`src/rtl/core/mvrw_pkg.sv`:
```
// mvrw_pkg: shared types, field widths, opcodes and corner arithmetic for
// the mesh vertex ring walk block.
// Depends on nothing; used by every other file of the block.
package mvrw_pkg;

  localparam int MAX_FACES_DEF    = 1024;
  localparam int MAX_VERTICES_DEF = 512;

  localparam int OPC_W    = 2;
  localparam int CORNER_W = 12;
  localparam int VERTEX_W = 9;
  localparam int LEN_W    = 10;
  localparam int VTALLY_W = 10;
  localparam int TTALLY_W = 11;
  localparam int FCNT_W   = 11;
  localparam int VCNT_W   = 10;

  localparam int FACES_RST = 1024;
  localparam int VERTS_RST = 512;
  localparam int FACES_MIN = 1;
  localparam int VERTS_MIN = 3;

  localparam int ADDR_W = 3;
  localparam int DATA_W = 32;

  localparam logic [OPC_W-1:0] OP_LOAD = 2'd0;
  localparam logic [OPC_W-1:0] OP_WALK = 2'd1;
  localparam logic [OPC_W-1:0] OP_READ = 2'd2;

  localparam logic REG_FACES = 1'b0;
  localparam logic REG_VERTS = 1'b1;

  typedef struct packed {
    logic [OPC_W-1:0]    opcode;
    logic [CORNER_W-1:0] index;
    logic [VERTEX_W-1:0] corner_vertex;
    logic [CORNER_W-1:0] corner_opposite;
  } item_t;

  typedef struct packed {
    logic [CORNER_W-1:0] ring_corner;
    logic [VERTEX_W-1:0] ring_vertex;
    logic [LEN_W-1:0]    ring_length;
    logic [VTALLY_W-1:0] marked_vertices;
    logic [TTALLY_W-1:0] marked_triangles;
    logic                all_covered;
    logic                status;
  } result_t;

  typedef struct packed {
    logic [FCNT_W-1:0] face_count;
    logic [VCNT_W-1:0] vertex_count;
  } cfg_t;

  typedef struct packed {
    logic [VERTEX_W-1:0] vertex;
    logic [CORNER_W-1:0] opp;
  } corner_ent_t;

  typedef struct packed {
    logic [CORNER_W-2:0] q;
    logic [1:0]          r;
  } div3_t;

  // c/3 as (c * 2731) >> 13, exact for every 12-bit c
  function automatic div3_t div3(input logic [CORNER_W-1:0] c);
    logic [2*CORNER_W-1:0] prod;
    logic [CORNER_W-1:0]   base;
    div3_t                 d;
    prod = (2*CORNER_W)'(c) * 24'd2731;
    d.q  = prod[2*CORNER_W-1:13];
    base = CORNER_W'({1'b0, d.q} + {d.q, 1'b0});
    d.r  = 2'(c - base);
    return d;
  endfunction

  function automatic logic [CORNER_W-1:0] tri_base(input div3_t d);
    return CORNER_W'({1'b0, d.q} + {d.q, 1'b0});
  endfunction

  function automatic logic [CORNER_W-1:0] pred_corner(input logic [CORNER_W-1:0] c);
    div3_t      d;
    logic [1:0] off;
    d   = div3(c);
    off = (d.r == 2'd0) ? 2'd2 : 2'(d.r - 2'd1);
    return tri_base(d) + CORNER_W'(off);
  endfunction

  function automatic logic [CORNER_W-1:0] succ_corner(input logic [CORNER_W-1:0] c);
    div3_t      d;
    logic [1:0] off;
    d   = div3(c);
    off = (d.r == 2'd2) ? 2'd0 : 2'(d.r + 2'd1);
    return tri_base(d) + CORNER_W'(off);
  endfunction

endpackage

```
`src/rtl/core/mvrw_cfg.sv`:
```
// mvrw_cfg: APB register file holding face_count and vertex_count.
// Depends on mvrw_pkg.
module mvrw_cfg (
  input  logic                          clk,
  input  logic                          rst_n,
  input  logic                          psel,
  input  logic                          penable,
  input  logic                          pwrite,
  input  logic [mvrw_pkg::ADDR_W-1:0]   paddr,
  input  logic [mvrw_pkg::DATA_W-1:0]   pwdata,
  output logic [mvrw_pkg::DATA_W-1:0]   prdata,
  output logic                          pready,
  output mvrw_pkg::cfg_t                cfg
);

  logic [mvrw_pkg::FCNT_W-1:0] face_count_r, face_count_nxt;
  logic [mvrw_pkg::VCNT_W-1:0] vertex_count_r, vertex_count_nxt;
  logic                        wr_en;

  assign wr_en  = psel && penable && pwrite;
  assign pready = 1'b1;

  always_comb begin
    face_count_nxt   = face_count_r;
    vertex_count_nxt = vertex_count_r;
    if (wr_en) begin
      if (paddr[2] == mvrw_pkg::REG_VERTS) begin
        vertex_count_nxt = pwdata[mvrw_pkg::VCNT_W-1:0];
      end else begin
        face_count_nxt = pwdata[mvrw_pkg::FCNT_W-1:0];
      end
    end
  end

  always_ff @(posedge clk) begin
    if (!rst_n) begin
      face_count_r   <= mvrw_pkg::FCNT_W'(mvrw_pkg::FACES_RST);
      vertex_count_r <= mvrw_pkg::VCNT_W'(mvrw_pkg::VERTS_RST);
    end else begin
      face_count_r   <= face_count_nxt;
      vertex_count_r <= vertex_count_nxt;
    end
  end

  assign prdata = (paddr[2] == mvrw_pkg::REG_VERTS) ?
                  mvrw_pkg::DATA_W'(vertex_count_r) : mvrw_pkg::DATA_W'(face_count_r);

  assign cfg.face_count   = face_count_r;
  assign cfg.vertex_count = vertex_count_r;

endmodule

```
`config.mk`:
```
export PLATFORM = sky130hd
export DESIGN_NAME = mvrw_cfg
export DESIGN_NICKNAME = d
export VERILOG_FILES = /design/src/rtl/core/mvrw_pkg.sv /design/src/rtl/core/mvrw_cfg.sv
export SDC_FILE = /design/constraint.sdc
export NUM_CORES = 1
export LEC_CHECK = 0
export ABC_AREA = 0
export BUFFER_PORTS_ARGS = -buffer_cell sky130_fd_sc_hd__buf_4
export CORE_MARGIN = 10
export CORE_UTILIZATION = 38
export CTS_CLUSTER_SIZE = 40
export DETAILED_ROUTE_END_ITERATION = 7
export GPL_TIMING_DRIVEN = 0
export PLACE_DENSITY = 0.78
export SLEW_MARGIN = 10
export SYNTH_ARGS = -nofsm -noshare
export SYNTH_HDL_FRONTEND = slang
export SYNTH_SLANG_ARGS = --single-unit
```
`constraint.sdc`:
```
create_clock -name clk -period 0.9 [get_ports clk]
set_clock_uncertainty 0.15 [all_clocks]
set_input_delay 0.045 -clock clk [delete_from_list [all_inputs] [get_ports clk]]
set_output_delay 0.045 -clock clk [all_outputs]
set_load 0.02 [all_outputs]
```
* Word level (Yosys, flattened, before mapping) *
Cells that the tools add are included.

operators by class
  mux-type cells = 1
  bitwise gates (word level) = 1
  reduce and logical (&&, ||, !) cells = 4

operator list
  kind               number
  $mux 11            1
  $reduce_and 2->1   2
  $logic_and 1x1->1  2
  $not 1->1          1

word-level totals
  input bits = 40
  register bits after elaboration = 21
  output and inout bits = 54
  logic and storage cells = 8

* Depth between registers and ports, before layout *
  word-level depth = 3
  gate-level depth with buffers = 3
  mapped depth without buffers = 2

* Worst setup path after synthesis *
Ideal clock, no wire load.

  path kind = register to output
  from = register face_count_r[10] (netlist bit)
  to = output prdata[10] (netlist bit)
  path slack = -0.101 ns
  stages on the path, launching flop included = 2
  required time = 0.705 ns
  arrival time = 0.806 ns
  buffers on the path = 0
  cells stage by stage = dfxtp_1 -> nor2b_1

on the way
  cells in the longest elaborated chain, start to end = 1

RTL lines
  item                      RTL line        text
  start: declaration        mvrw_cfg.sv:16  logic [mvrw_pkg::FCNT_W-1:0] face_count_r, face_count_nxt;
  start signal: assignment  mvrw_cfg.sv:37  face_count_r <= mvrw_pkg::FCNT_W'(mvrw_pkg::FACES_RST);
  start signal: assignment  mvrw_cfg.sv:40  face_count_r <= face_count_nxt;
  $mux 11                   mvrw_cfg.sv:45  assign prdata = (paddr[2] == mvrw_pkg::REG_VERTS) ?
  end: declaration          mvrw_cfg.sv:11  output logic [mvrw_pkg::DATA_W-1:0] prdata,

Every way passes these cells.

* Worst setup path after layout *
  from = register face_count_r[1] (netlist bit)
  to = output prdata[1] (netlist bit)

Same word-level chain as after synthesis.

==> qor_table.md <==
| Metric | Value | Unit |
|---|---|---|
| Residual antenna-violating net count after detailed routing | 0 | - |
| Wire length of the first global-routing pass | 6244 | µm |
| Synth Flop Type | sky130_fd_sc_hd__dfxtp_1 | - |
| Total power density per cell area | 917.5 | nW/µm² |
| FF+latch count, synth | 21 | - |
| Clock period minus final worst setup slack | 1.266 | ns |
| Number of standard-cell rows in the floorplan | 19 | - |
| Avg Synthesized Cell Area | 9.421 | µm² |
| Number of vias per cell | 4.489 | - |
| Max Transition Viols Final | 0 | - |
| Fraction of layout instances using a drive strength above 1 | 64.07 | % |
| Critical path arrival | 1.07 | ns |
| Worst IR Drop VDD | 0.8212 | mV |
| Longest Clk Path Bufs | 2 | - |
| Final-report setup violation count | 43 | - |
| Largest fanout on the critical path | 2 | - |
| Routed WL | 4600 | µm |
| Ant diodes | 0 | - |
| Switch Pwr | 0.6248 | mW |
| CTS HTree Levels | 1 | - |
| Worst Tran Pin Value | 0.6010 | ns |
| Largest cells by area after synthesis | sky130_fd_sc_hd__dfxtp_1 38%, sky130_fd_sc_hd__mux2i_1 19%, sky130_fd_sc_hd__buf_4 15%, sky130_fd_sc_hd__mux2_2 10%, sky130_fd_sc_hd__nand2_1 9.7% | - |
| Total via count in the routed design | 1176 | - |
| Share of the clock period used by the worst path | 140.6 | % |
| Critical Path RT | 0.70 | ns |
| Initial Util | 40.31 | % |
| Max-slew headroom at the worst pin | 59.94 | % |
| Clock sink count | 21 | - |
| Leak Pwr | 1.201 | nW |
| Category of the worst setup path capture point | output port | - |
| Clock tree from TritonCTS | done | - |
| Drc violations | 0 | - |
| Part of the total power dissipated in combinational logic | 30.3 | % |
| HP Class | input pin to flip-flop | - |
| Post-synthesis instance total | 119 | - |
| Via count of the first global-routing pass | 1221 | - |
| FFs w/ async S/R, synth | 0 | % |
| Number of maximum-capacitance constraint violations | 0 | - |
| Biggest area consumer among synthesized cells | sky130_fd_sc_hd__dfxtp_1 | - |
| DPL Wire Length | 2520 | µm |
| Average routed wire per standard cell | 17.56 | µm |
| Initial antenna violation count | 0 | - |
| Register share of total power | 47.0 | % |
| Path type of the worst setup path | flip-flop to output port | - |
| Weighted congestion reported at the end of routability-driven placement | 0.7094 | - |
| Placeable core area | 2781 | µm² |
| Initial DRC Count | 61 | - |
| Fill cell total of the finished layout | 140 | - |
| Maximum number of pins on one net before global-route repair | 13 | - |
| Clock root buffer | sky130_fd_sc_hd__clkbuf_4 | - |
| Overall Global Routing Usage | 14.29 | % |
| Total placed instance area | 1603 | µm² |
| Clock network power share | 22.7 | % |
| Final global-route overflow total | 0 | - |
| Status | finished with violations | - |
| Number of instances in the placed design | 218 | - |
| Post-route worst hold slack | 0.01045 | ns |
| Post-route cell area | 2247 | µm² |
| RSZ-0062 raised after global routing | yes | - |
| Number of distinct library cell variants in the gate-level netlist after synthesis | 13 | - |
| Setup slack after layout | -0.3658 | ns |
| Share of the synthesized area in the top cell type | 37.50 | % |
| Critical Path Start Type | flip-flop | - |
| Clock-pin slew on the worst setup and hold paths | 0.12 | ns |
| Worst setup slack before clock tree synthesis | -0.2646 | ns |
| Count of non-filler cells in the finished layout | 262 | - |
| Final number of hold-violating endpoints | 0 | - |
| Netlist Area Pre-Place | 1121 | µm² |
| Number of buffers created by CTS | 3 | - |
| Chip width | 74.32 | µm |
| Clock latency reported for the late side of the worst-skew pair | 0.31 | ns |
| Layout overhead on the synthesized area | 100.4 | % |
| NumNets Final | 272 | - |
| Iteration count of the initial detailed-routing pass | 4 | - |
| Most frequent cells after synthesis | 29 x sky130_fd_sc_hd__nand2_1, 22 x sky130_fd_sc_hd__buf_4, 21 x sky130_fd_sc_hd__dfxtp_1, 21 x sky130_fd_sc_hd__mux2i_1, 10 x sky130_fd_sc_hd__mux2_2 | - |
| Height of the die | 74.32 | µm |
| Yosys warning total | 0 | - |
| Cell-internal power | 1.437 | mW |
| Violated checks | negative setup slack | - |
| Switching Share | 30.30 | % |
| I/O Pins | 94 | - |
| Area of the die | 5523 | µm² |
| Most frequent cell after synthesis | sky130_fd_sc_hd__nand2_1 | - |
| Number of input and output port buffers inserted | 48 | - |
| Number of synthesized flops with an enable pin | 0 | - |
| Highest Clock Rate | 0.7900 | GHz |
| Share of synthesized area occupied by flip-flops and latches | 37.50 | % |
-- what timing repair did --
item / CTS / global route
endpoints found under the hold margin: 21 / 2
endpoints found under the setup margin: 32 / 41
buffers inserted: 21 / 17
hold buffers: 12 / 1
resized for setup: 75 / 28
-- per-stage QoR --
stage                     TNS [ns]  utilization, %  power (mW)
final                       -8.446           80.79       2.062
after global routing        -9.604           80.79       2.132
after CTS                   -7.390           76.79       2.000
after detailed placement    -4.499           57.62       1.434
after global placement      -4.100           57.62       1.428
after floorplan                  0               -       1.287
-- worst paths after layout --
kind	start	to	slack, ns	depth (start not counted)
worst min register to register	face_count_r[10]	face_count_r[10]	0.41	2
worst max-delay path	face_count_r[1]	prdata[1]	-0.37	2
worst min-delay path	penable	face_count_r[8]	0.01	3
worst max register to register	vertex_count_r[7]	vertex_count_r[7]	-0.16	4
-- sequential cells by signal (all words and copies together) (netlist names) --
signal,cells
vertex_count_r,10
face_count_r,11
-- per-layer routing --
metal / GRT usage (%) / vias up / wire (µm)
met5: 0 / - / 0
met4: 4.268 / 0 / 31
met3: 5.186 / 4 / 417
met2: 25.85 / 52 / 2286
met1: 15.14 / 552 / 1866
li1: - / 568 / -
-- power groups by stage --
stage	Clock, mW	Combinational, mW	Sequential [mW]
after detailed placement	0	0.447	0.986
after global routing	0.502	0.659	0.971
after CTS	0.464	0.570	0.966
after global placement	0	0.443	0.984
final	0.468	0.625	0.968
after floorplan	0	0.278	1.01
-- cell type report --
type / count / area (µm²) / share of cell area [%]
repair buffers: 88 / 900.9 / 40.09
multi-input cells: 90 / 634.4 / 28.23
flip-flops and latches: 21 / 446.7 / 19.88
plain buffers: 28 / 198.9 / 8.853
well taps: 31 / 38.79 / 1.726
clock buffers: 3 / 22.52 / 1.002
clock inverters: 1 / 5.005 / 0.2227
-- critical path, stage by stage, from the launching register on --
cell and delay [ns]:
sky130_fd_sc_hd__dfxtp_2 0.35, sky130_fd_sc_hd__mux2_4 0.28, sky130_fd_sc_hd__buf_6 0.13
-- cell families after synthesis --
kind of cell / synth area share [%]
AND/OR/NAND/NOR: 15.29
flip-flops: 37.50
other: 0.6699
multiplexers: 28.79
buffers and inverters: 17.75
-- layout by cell type, fill, tap and decap left out --
master and count:
sky130_fd_sc_hd__nor2b_4 2, sky130_fd_sc_hd__clkbuf_1 2, sky130_fd_sc_hd__mux2i_1 21, sky130_fd_sc_hd__nand4b_2 1, sky130_fd_sc_hd__nor2b_1 3, sky130_fd_sc_hd__nand2_2 8, sky130_fd_sc_hd__buf_2 3, sky130_fd_sc_hd__dlygate4sd3_1 12
sky130_fd_sc_hd__and4b_1 1, sky130_fd_sc_hd__mux2_4 6, sky130_fd_sc_hd__conb_1 22, sky130_fd_sc_hd__clkbuf_4 3, sky130_fd_sc_hd__buf_4 42, sky130_fd_sc_hd__buf_6 57, sky130_fd_sc_hd__nand4_1 1, sky130_fd_sc_hd__clkinv_2 1
sky130_fd_sc_hd__mux2_2 4, sky130_fd_sc_hd__dfxtp_2 21, sky130_fd_sc_hd__nand2_1 21
Note: power is estimated with default switching activity, not from simulation.
